## src/sv/dce_pkg.sv

```systemverilog
// Package for the dilated 1-D convolution engine.
// Holds field widths, opcode and register index codes, fixed-point constants and the MAC control type.
// No dependencies.
package dce_pkg;

	localparam int OP_W       = 2;
	localparam int CH_W       = 6;
	localparam int TAP_W      = 4;
	localparam int TIME_W     = 10;
	localparam int DATA_W     = 16;
	localparam int CFG_IDX_W  = 3;
	localparam int CFG_DATA_W = 11;

	localparam int NCH_W  = 7;
	localparam int LEN_W  = 11;
	localparam int NTAP_W = 5;
	localparam int DIL_W  = 7;
	localparam int PAD_W  = 10;

	localparam int OFF_W  = 14;
	localparam int POS_W  = 16;

	localparam int FRAC_W = 12;
	localparam int PROD_W = 2 * DATA_W;
	localparam int ACC_W  = 48;
	localparam int RND_W  = ACC_W + 1 - FRAC_W;

	localparam logic [OP_W-1:0] OP_WEIGHT  = 2'd0;
	localparam logic [OP_W-1:0] OP_BIAS    = 2'd1;
	localparam logic [OP_W-1:0] OP_SAMPLE  = 2'd2;
	localparam logic [OP_W-1:0] OP_COMPUTE = 2'd3;

	localparam logic [CFG_IDX_W-1:0] CFG_IN_CHANNELS = 3'd0;
	localparam logic [CFG_IDX_W-1:0] CFG_SEQ_LENGTH  = 3'd1;
	localparam logic [CFG_IDX_W-1:0] CFG_KERNEL_TAPS = 3'd2;
	localparam logic [CFG_IDX_W-1:0] CFG_DILATION    = 3'd3;
	localparam logic [CFG_IDX_W-1:0] CFG_PADDING     = 3'd4;

	localparam logic signed [RND_W-1:0] SAT_HI = RND_W'((64'sd1 <<< (DATA_W - 1)) - 64'sd1);
	localparam logic signed [RND_W-1:0] SAT_LO = -SAT_HI - RND_W'(1);
	localparam logic signed [ACC_W:0]   RND_HALF = (ACC_W + 1)'(64'sd1 <<< (FRAC_W - 1));

	typedef struct packed {
		logic load;
		logic mul_valid;
		logic mul_en;
	} mac_ctl_t;

endpackage

```

## src/sv/dce_mac.sv

```systemverilog
// Multiply-accumulate unit of the convolution engine: product stage, 48-bit wrapping accumulator,
// round-to-nearest and saturation of the sum. Depends on dce_pkg.
module dce_mac (
	input  logic                                 clk,
	input  logic                                 arst_n,
	input  dce_pkg::mac_ctl_t                    ctl,
	input  logic signed [dce_pkg::DATA_W-1:0]    bias,
	input  logic signed [dce_pkg::DATA_W-1:0]    weight,
	input  logic signed [dce_pkg::DATA_W-1:0]    sample,
	output logic                                 busy,
	output logic signed [dce_pkg::DATA_W-1:0]    result_value,
	output logic                                 saturated
);

	logic                                 v_s2;
	logic signed [dce_pkg::PROD_W-1:0]    prod;
	logic signed [dce_pkg::PROD_W-1:0]    prod_s2;
	logic signed [dce_pkg::ACC_W-1:0]     acc_q;
	logic signed [dce_pkg::ACC_W:0]       biased;
	logic signed [dce_pkg::RND_W-1:0]     rnd;

	assign prod = weight * sample;

	always_ff @(posedge clk or negedge arst_n) begin
		if (!arst_n) begin
			v_s2 <= 1'b0;
		end else begin
			v_s2 <= ctl.mul_valid;
		end
	end

	always_ff @(posedge clk) begin
		prod_s2 <= ctl.mul_en ? prod : '0;
		if (ctl.load) begin
			acc_q <= {{(dce_pkg::ACC_W - dce_pkg::DATA_W - dce_pkg::FRAC_W){bias[dce_pkg::DATA_W-1]}},
				bias, {dce_pkg::FRAC_W{1'b0}}};
		end else if (v_s2) begin
			acc_q <= acc_q + {{(dce_pkg::ACC_W - dce_pkg::PROD_W){prod_s2[dce_pkg::PROD_W-1]}},
				prod_s2};
		end
	end

	always_comb begin
		biased = {acc_q[dce_pkg::ACC_W-1], acc_q} + dce_pkg::RND_HALF;
		rnd    = biased[dce_pkg::ACC_W:dce_pkg::FRAC_W];
		if (rnd > dce_pkg::SAT_HI) begin
			result_value = dce_pkg::DATA_W'(dce_pkg::SAT_HI);
			saturated    = 1'b1;
		end else if (rnd < dce_pkg::SAT_LO) begin
			result_value = dce_pkg::DATA_W'(dce_pkg::SAT_LO);
			saturated    = 1'b1;
		end else begin
			result_value = rnd[dce_pkg::DATA_W-1:0];
			saturated    = 1'b0;
		end
	end

	assign busy = v_s2;

endmodule

```

## config.mk

```make
export PLATFORM = sky130hd
export DESIGN_NAME = dce_mac
export DESIGN_NICKNAME = d
export VERILOG_FILES = /design/src/sv/dce_pkg.sv /design/src/sv/dce_mac.sv
export SDC_FILE = /design/constraint.sdc
export NUM_CORES = 1
export LEC_CHECK = 0
export ABC_AREA = 1
export ABC_CLOCK_PERIOD_IN_PS = 4300
export BUFFER_PORTS_ARGS = -buffer_cell sky130_fd_sc_hd__buf_2
export CAP_MARGIN = 10
export CELL_PAD_IN_SITES_DETAIL_PLACEMENT = 0
export CELL_PAD_IN_SITES_GLOBAL_PLACEMENT = 1
export CORE_AREA = 2 2 191 193
export DETAILED_ROUTE_END_ITERATION = 8
export DIE_AREA = 0 0 193 195
export PLACE_DENSITY_LB_ADDON = 0.1
export SLEW_MARGIN = 0
export SYNTH_ARGS = -nofsm -noshare
export SYNTH_HDL_FRONTEND = slang
export SYNTH_SLANG_ARGS = --single-unit
```

## constraint.sdc

```tcl
create_clock -name clk -period 4.3 [get_ports clk]
set_input_delay 0.645 -clock clk [delete_from_list [all_inputs] [get_ports clk]]
set_output_delay 0.645 -clock clk [all_outputs]
set_load 0.005 [all_outputs]
```

# ---- After elaboration in Yosys (flattened, before gate mapping)
# Index checks and enable logic that the tools add are counted.
dict set report classes {
  n_reduce_logical 1
  n_lt_le_gt_ge 2
  add_sub_neg 2
  multipliers 1
  muxes 6
}
# cell n
set op_table {}
lappend op_table {{two-way mux 48 bit} 2}
lappend op_table {{adder 48 x 13 -> 49 bit, second input constant} 1}
lappend op_table {{adder 48 bit} 1}
lappend op_table {{> comparator 37 x 16 -> 1 bit, second input constant} 1}
lappend op_table {{< comparator 37 x 16 -> 1 bit, second input constant} 1}
lappend op_table {{multiplier 16 x 16 -> 32 bit} 1}
lappend op_table {{two-way mux 16 bit} 2}
lappend op_table {{two-way mux 1 bit} 2}
lappend op_table {{nonzero test 2 bit} 1}
dict set report totals {
  word_cells 16
  reg_bits 81
  input_bits 53
}

# ---- Longest topological paths before layout
dict set report depth {
  word_depth 4
  depth_mapped 28
  ltp_nobuf 26
}

# ---- Worst setup path after synthesis
# No wires, ideal clock.
dict set report synth_timing {
  kind {input to register}
  startpoint {in sample[5] (netlist bit)}
  endpoint {reg prod_s2[31] (netlist bit)}
  cell_stages 20
  t_arrival_ps 6105
  path_slack_ps -1918
  n_path_buf 2
  path_cell_list {clkbuf_1 > clkbuf_1 > nand2_1 > fa_1 > inv_1 > fa_1 > fa_1 > fa_1 > inv_1 > fa_1 > fa_1 > inv_1 > ha_1 > inv_1 > nor3_1 > nand2_1 > o211ai_1 > a21oi_1 > nor2_1 > nor2_1}
}
dict set report synth_via {
  elab_chain_cells 1
}
# item line
set synth_rtl {}
lappend synth_rtl {{start, declared} dce_mac.sv:9} ;# input logic signed [dce_pkg::DATA_W-1:0] sample,
lappend synth_rtl {{multiplier 16 x 16 -> 32 bit} dce_mac.sv:22} ;# assign prod = weight * sample;
lappend synth_rtl {{end signal, assigned} dce_mac.sv:33} ;# prod_s2 <= ctl.mul_en ? prod : '0;
lappend synth_rtl {{end, declared} dce_mac.sv:17} ;# logic signed [dce_pkg::PROD_W-1:0] prod_s2;
# Every way passes these cells.
# A chain may end at the register's enable or synchronous reset.

# ---- Worst setup path after layout
dict set report layout_timing {
  startpoint {in sample[9] (netlist bit)}
  endpoint {reg prod_s2[25] (netlist bit)}
}
# The elaborated chain is that of the path after synthesis.

==> summary.md <==
| Metric | Value |
|---|---|
| Outcome | `complete, but fails checks` |
| Violated checks | `negative setup slack` |
| Clk sinks | `81` |
| Clock Path Buffers | `2` |
| CP max FO | `7` |
| GP Congestion | `0.952` |
| Synth Area in XOR/XNOR | `0.0176` |
| Final #Nets | `3,232` |
| I/O pin count | `71` |
| Area leader, netlist | `fa_1` |
| Number of enable flip-flop cells after synthesis | `36` |
| Compound-Gate Fraction of Synth Area | `0.0896` |
| Share of cells above drive strength 1 | `0.237` |
| Register area share after synthesis | `0.111` |
| Initial Util | `0.505` |
| Max H-tree Level | `3` |
| Top cells by area, synth | `fa_1 29%, nand2_1 14%, inv_1 13%` |
| DR iter-0 viols | `1,123` |
| Antenna violations before repair | `0` |
| Synth Flop Type | `dfxtp_1` |
| Clk_lat worst skew | `0.36 ns` |
| # DRC | `0` |
| Root buf cell | `clkbuf_16` |
| First-pass GRT wire length | `88,800 µm` |
| Global route total overflow | `0` |
| FMAX | `0.186 GHz` |
| Adder-cell share of the synthesized area | `0.386` |
| Tcrit/Tclk final | `1.25` |
| Via/cell ratio | `5.16` |
| Worst min path class | `in2async` |
| Sequential cell area | `1990 µm²` |
| Die Ht | `195 µm` |
| Number of diodes | `0` |
| WHS | `0.0502 ns` |
| # port buffers | `70` |
| Commonest cells post-synth | `666 x nand2_1, 602 x inv_1, 263 x fa_1` |
| Number of CTS-inserted buffers | `9` |
| Vias in the first global route | `16,900` |
| CORE AREA | `35,400 µm²` |
| Vias | `16,800` |
| Hold Fails Final Rpt | `0` |
| Synth cell types | `44` |
| RSZ-0062 raised after global routing | `yes` |
| Die Span X | `193 µm` |
| Simple-gate share of the synthesized area | `0.251` |
| Ys async rst share | `0.0123` |
| Clock Skew | `0.0108 ns` |
| Startpoint types | `input pin` |
| Final worst slack | `-1.08 ns` |
| Mux share of post-synthesis cell area | `0` |
| #FFs+latches synth | `81` |
| Most numerous cell in the Yosys netlist | `nand2_1` |
| Kind of critical path | `in2reg` |
| Crit path capture type | `flip-flop` |
| Drt first pass iters | `5` |
| CP arrival | `5.63 ns` |
| Post-route ant nets | `0` |
| Number of max-cap violations | `0` |
| Syn avg cell area | `6.99 µm²` |
| Combinational family with the most area after synthesis | `adder cells` |
| Synth warnings | `0` |
| Syn nets | `3,000` |
| Final setup viols | `25` |
| Final critical-path required period | `5.38 ns` |
| Fill cells | `3,174` |
| Gr usage total | `0.304` |
| CTS tree | `done` |
| Full die area | `37,600 µm²` |
| Row count | `69` |
| Area of the multi-input gates | `14,600 µm²` |
| Worst relative slew slack | `0.368` |
| Clock slew at reported path FFs | `0.07 ns` |
| Final wirelength | `55,100 µm` |
| DPL Wire Length | `46,400 µm` |
| CP required | `4.55 ns` |
| Largest net degree at the start of global routing | `39` |
| Avg WL per Cell | `16.9 µm` |
| Mapped Cells | `2,554` |
| Slew @ Worst Pin | `0.947 ns` |
| Max-slew violations | `0` |
| Post-Syn Area | `17,900 µm²` |
| Core Util, Final | `0.634` |
| Area delta synth->final | `25.6%` |
| Yosys top cell area share | `0.295` |
==> critical path, stage by stage <==
cell and delay (ns):
buf_12 0.10, nand2_4 0.05, fa_1 0.52, inv_1 0.05, fa_1 0.50, inv_2 0.04
fa_1 0.52, inv_2 0.04, fa_1 0.50, fa_1 0.54, inv_2 0.04, fa_1 0.53
inv_2 0.05, ha_4 0.30, nand2_4 0.07, buf_6 0.12, buf_4 0.14, nor2_2 0.13
a21oi_4 0.08, buf_4 0.15, o311ai_4 0.29, nand2_1 0.08, nand2_1 0.07, nor2_1 0.06
==> flip-flops by register name (all words and copies together) (netlist names) <==
name,count
acc_q,48
prod_s2,32
busy,1
==> timing repair <==
action,in CTS,in global routing
gates resized for setup,199,147
setup endpoints to repair,25,26
pin swaps,95,118
hold buffers,0,0
buffers inserted,21,27
gates cloned,2,1
==> layer usage <==
layer | GRT usage | wire length, µm | vias to the layer above
met5 | 0 | 0 | -
met4 | 0.0542 | 960 | 0
met3 | 0.0550 | 3990 | 68
met2 | 0.474 | 24600 | 529
met1 | 0.446 | 25500 | 8040
li1 | - | - | 8139
==> area by class of cell <==
cell class	instances	share of cell area
Tap cell	461	0.0257
Timing Repair Buffer	292	0.121
Inverter	609	0.102
Sequential cell	81	0.0885
Clock inverter	7	0.00240
Clock buffer	9	0.0100
Multi-Input combinational cell	1793	0.650
==> logic make-up after synthesis <==
group,Yosys count
AND/OR/NAND/NOR,1074
buffers and inverters,680
adder cells (fa/ha/maj),393
AO/OA/AOI/OAI,291
flip-flops,81
XOR/XNOR,35
==> cells in the final DEF, fill, tap and decap left out, types with 4 or more instances in the layout <==
cell and n:
nand2_1 610, inv_1 516, fa_1 237, nor2_1 204, buf_4 157, ha_1 100, a21oi_1 92, inv_2 88
o21ai_0 88, nand3_1 75, nand2_2 60, buf_6 58, dfxtp_1 44, buf_2 42, edfxtp_1 36, ha_4 28
nand2_4 26, fa_2 26, nor2_4 23, buf_12 23, a21oi_2 21, nor2_2 19, xnor2_1 18, xor2_1 16
a21o_1 15, nand4_1 13, o21ai_1 12, nor3_1 11, o21a_1 10, a21oi_4 10, clkbuf_16 10, nand3_2 8
buf_8 8, o21bai_1 7, o21ai_2 7, o211ai_1 6, or2_4 5, o21ai_4 4
==> metrics by stage <==
stage,worst slack (ns),cell area (µm²),std cells,TNS [ns]
after floorplan,-1.17,19000,2554,-20.99
after global placement,-1.62,20600,3187,-33.81
after detailed placement,-1.66,20600,3187,-34.85
after CTS,-1.08,21800,3226,-22.07
after global routing,-1.31,22400,3252,-26.39
final,-1.08,22400,3252,-21.93
==> worst paths after layout <==
path                       slack (ns)  cells past startpoint                      to             startpoint
max                             -1.08                     24  prod_s2[25]$_SDFF_PN0_              sample[9]
min                              0.05                      1          busy$_DFF_PN0_                 arst_n
max reg2reg                      0.98                     14     acc_q[38]$_DFFE_PP_  prod_s2[0]$_SDFF_PN0_
min reg2reg                      0.47                      2   acc_q[2]$_SDFFE_PP0P_  acc_q[2]$_SDFFE_PP0P_
max in group asynchronous        4.17                      1          busy$_DFF_PN0_                 arst_n
min in group clk                 0.39                      1          busy$_DFF_PN0_                 ctl[1]
Power is not shown: default switching activity piles up to over one toggle a cycle in this logic, so the estimate is an artifact.
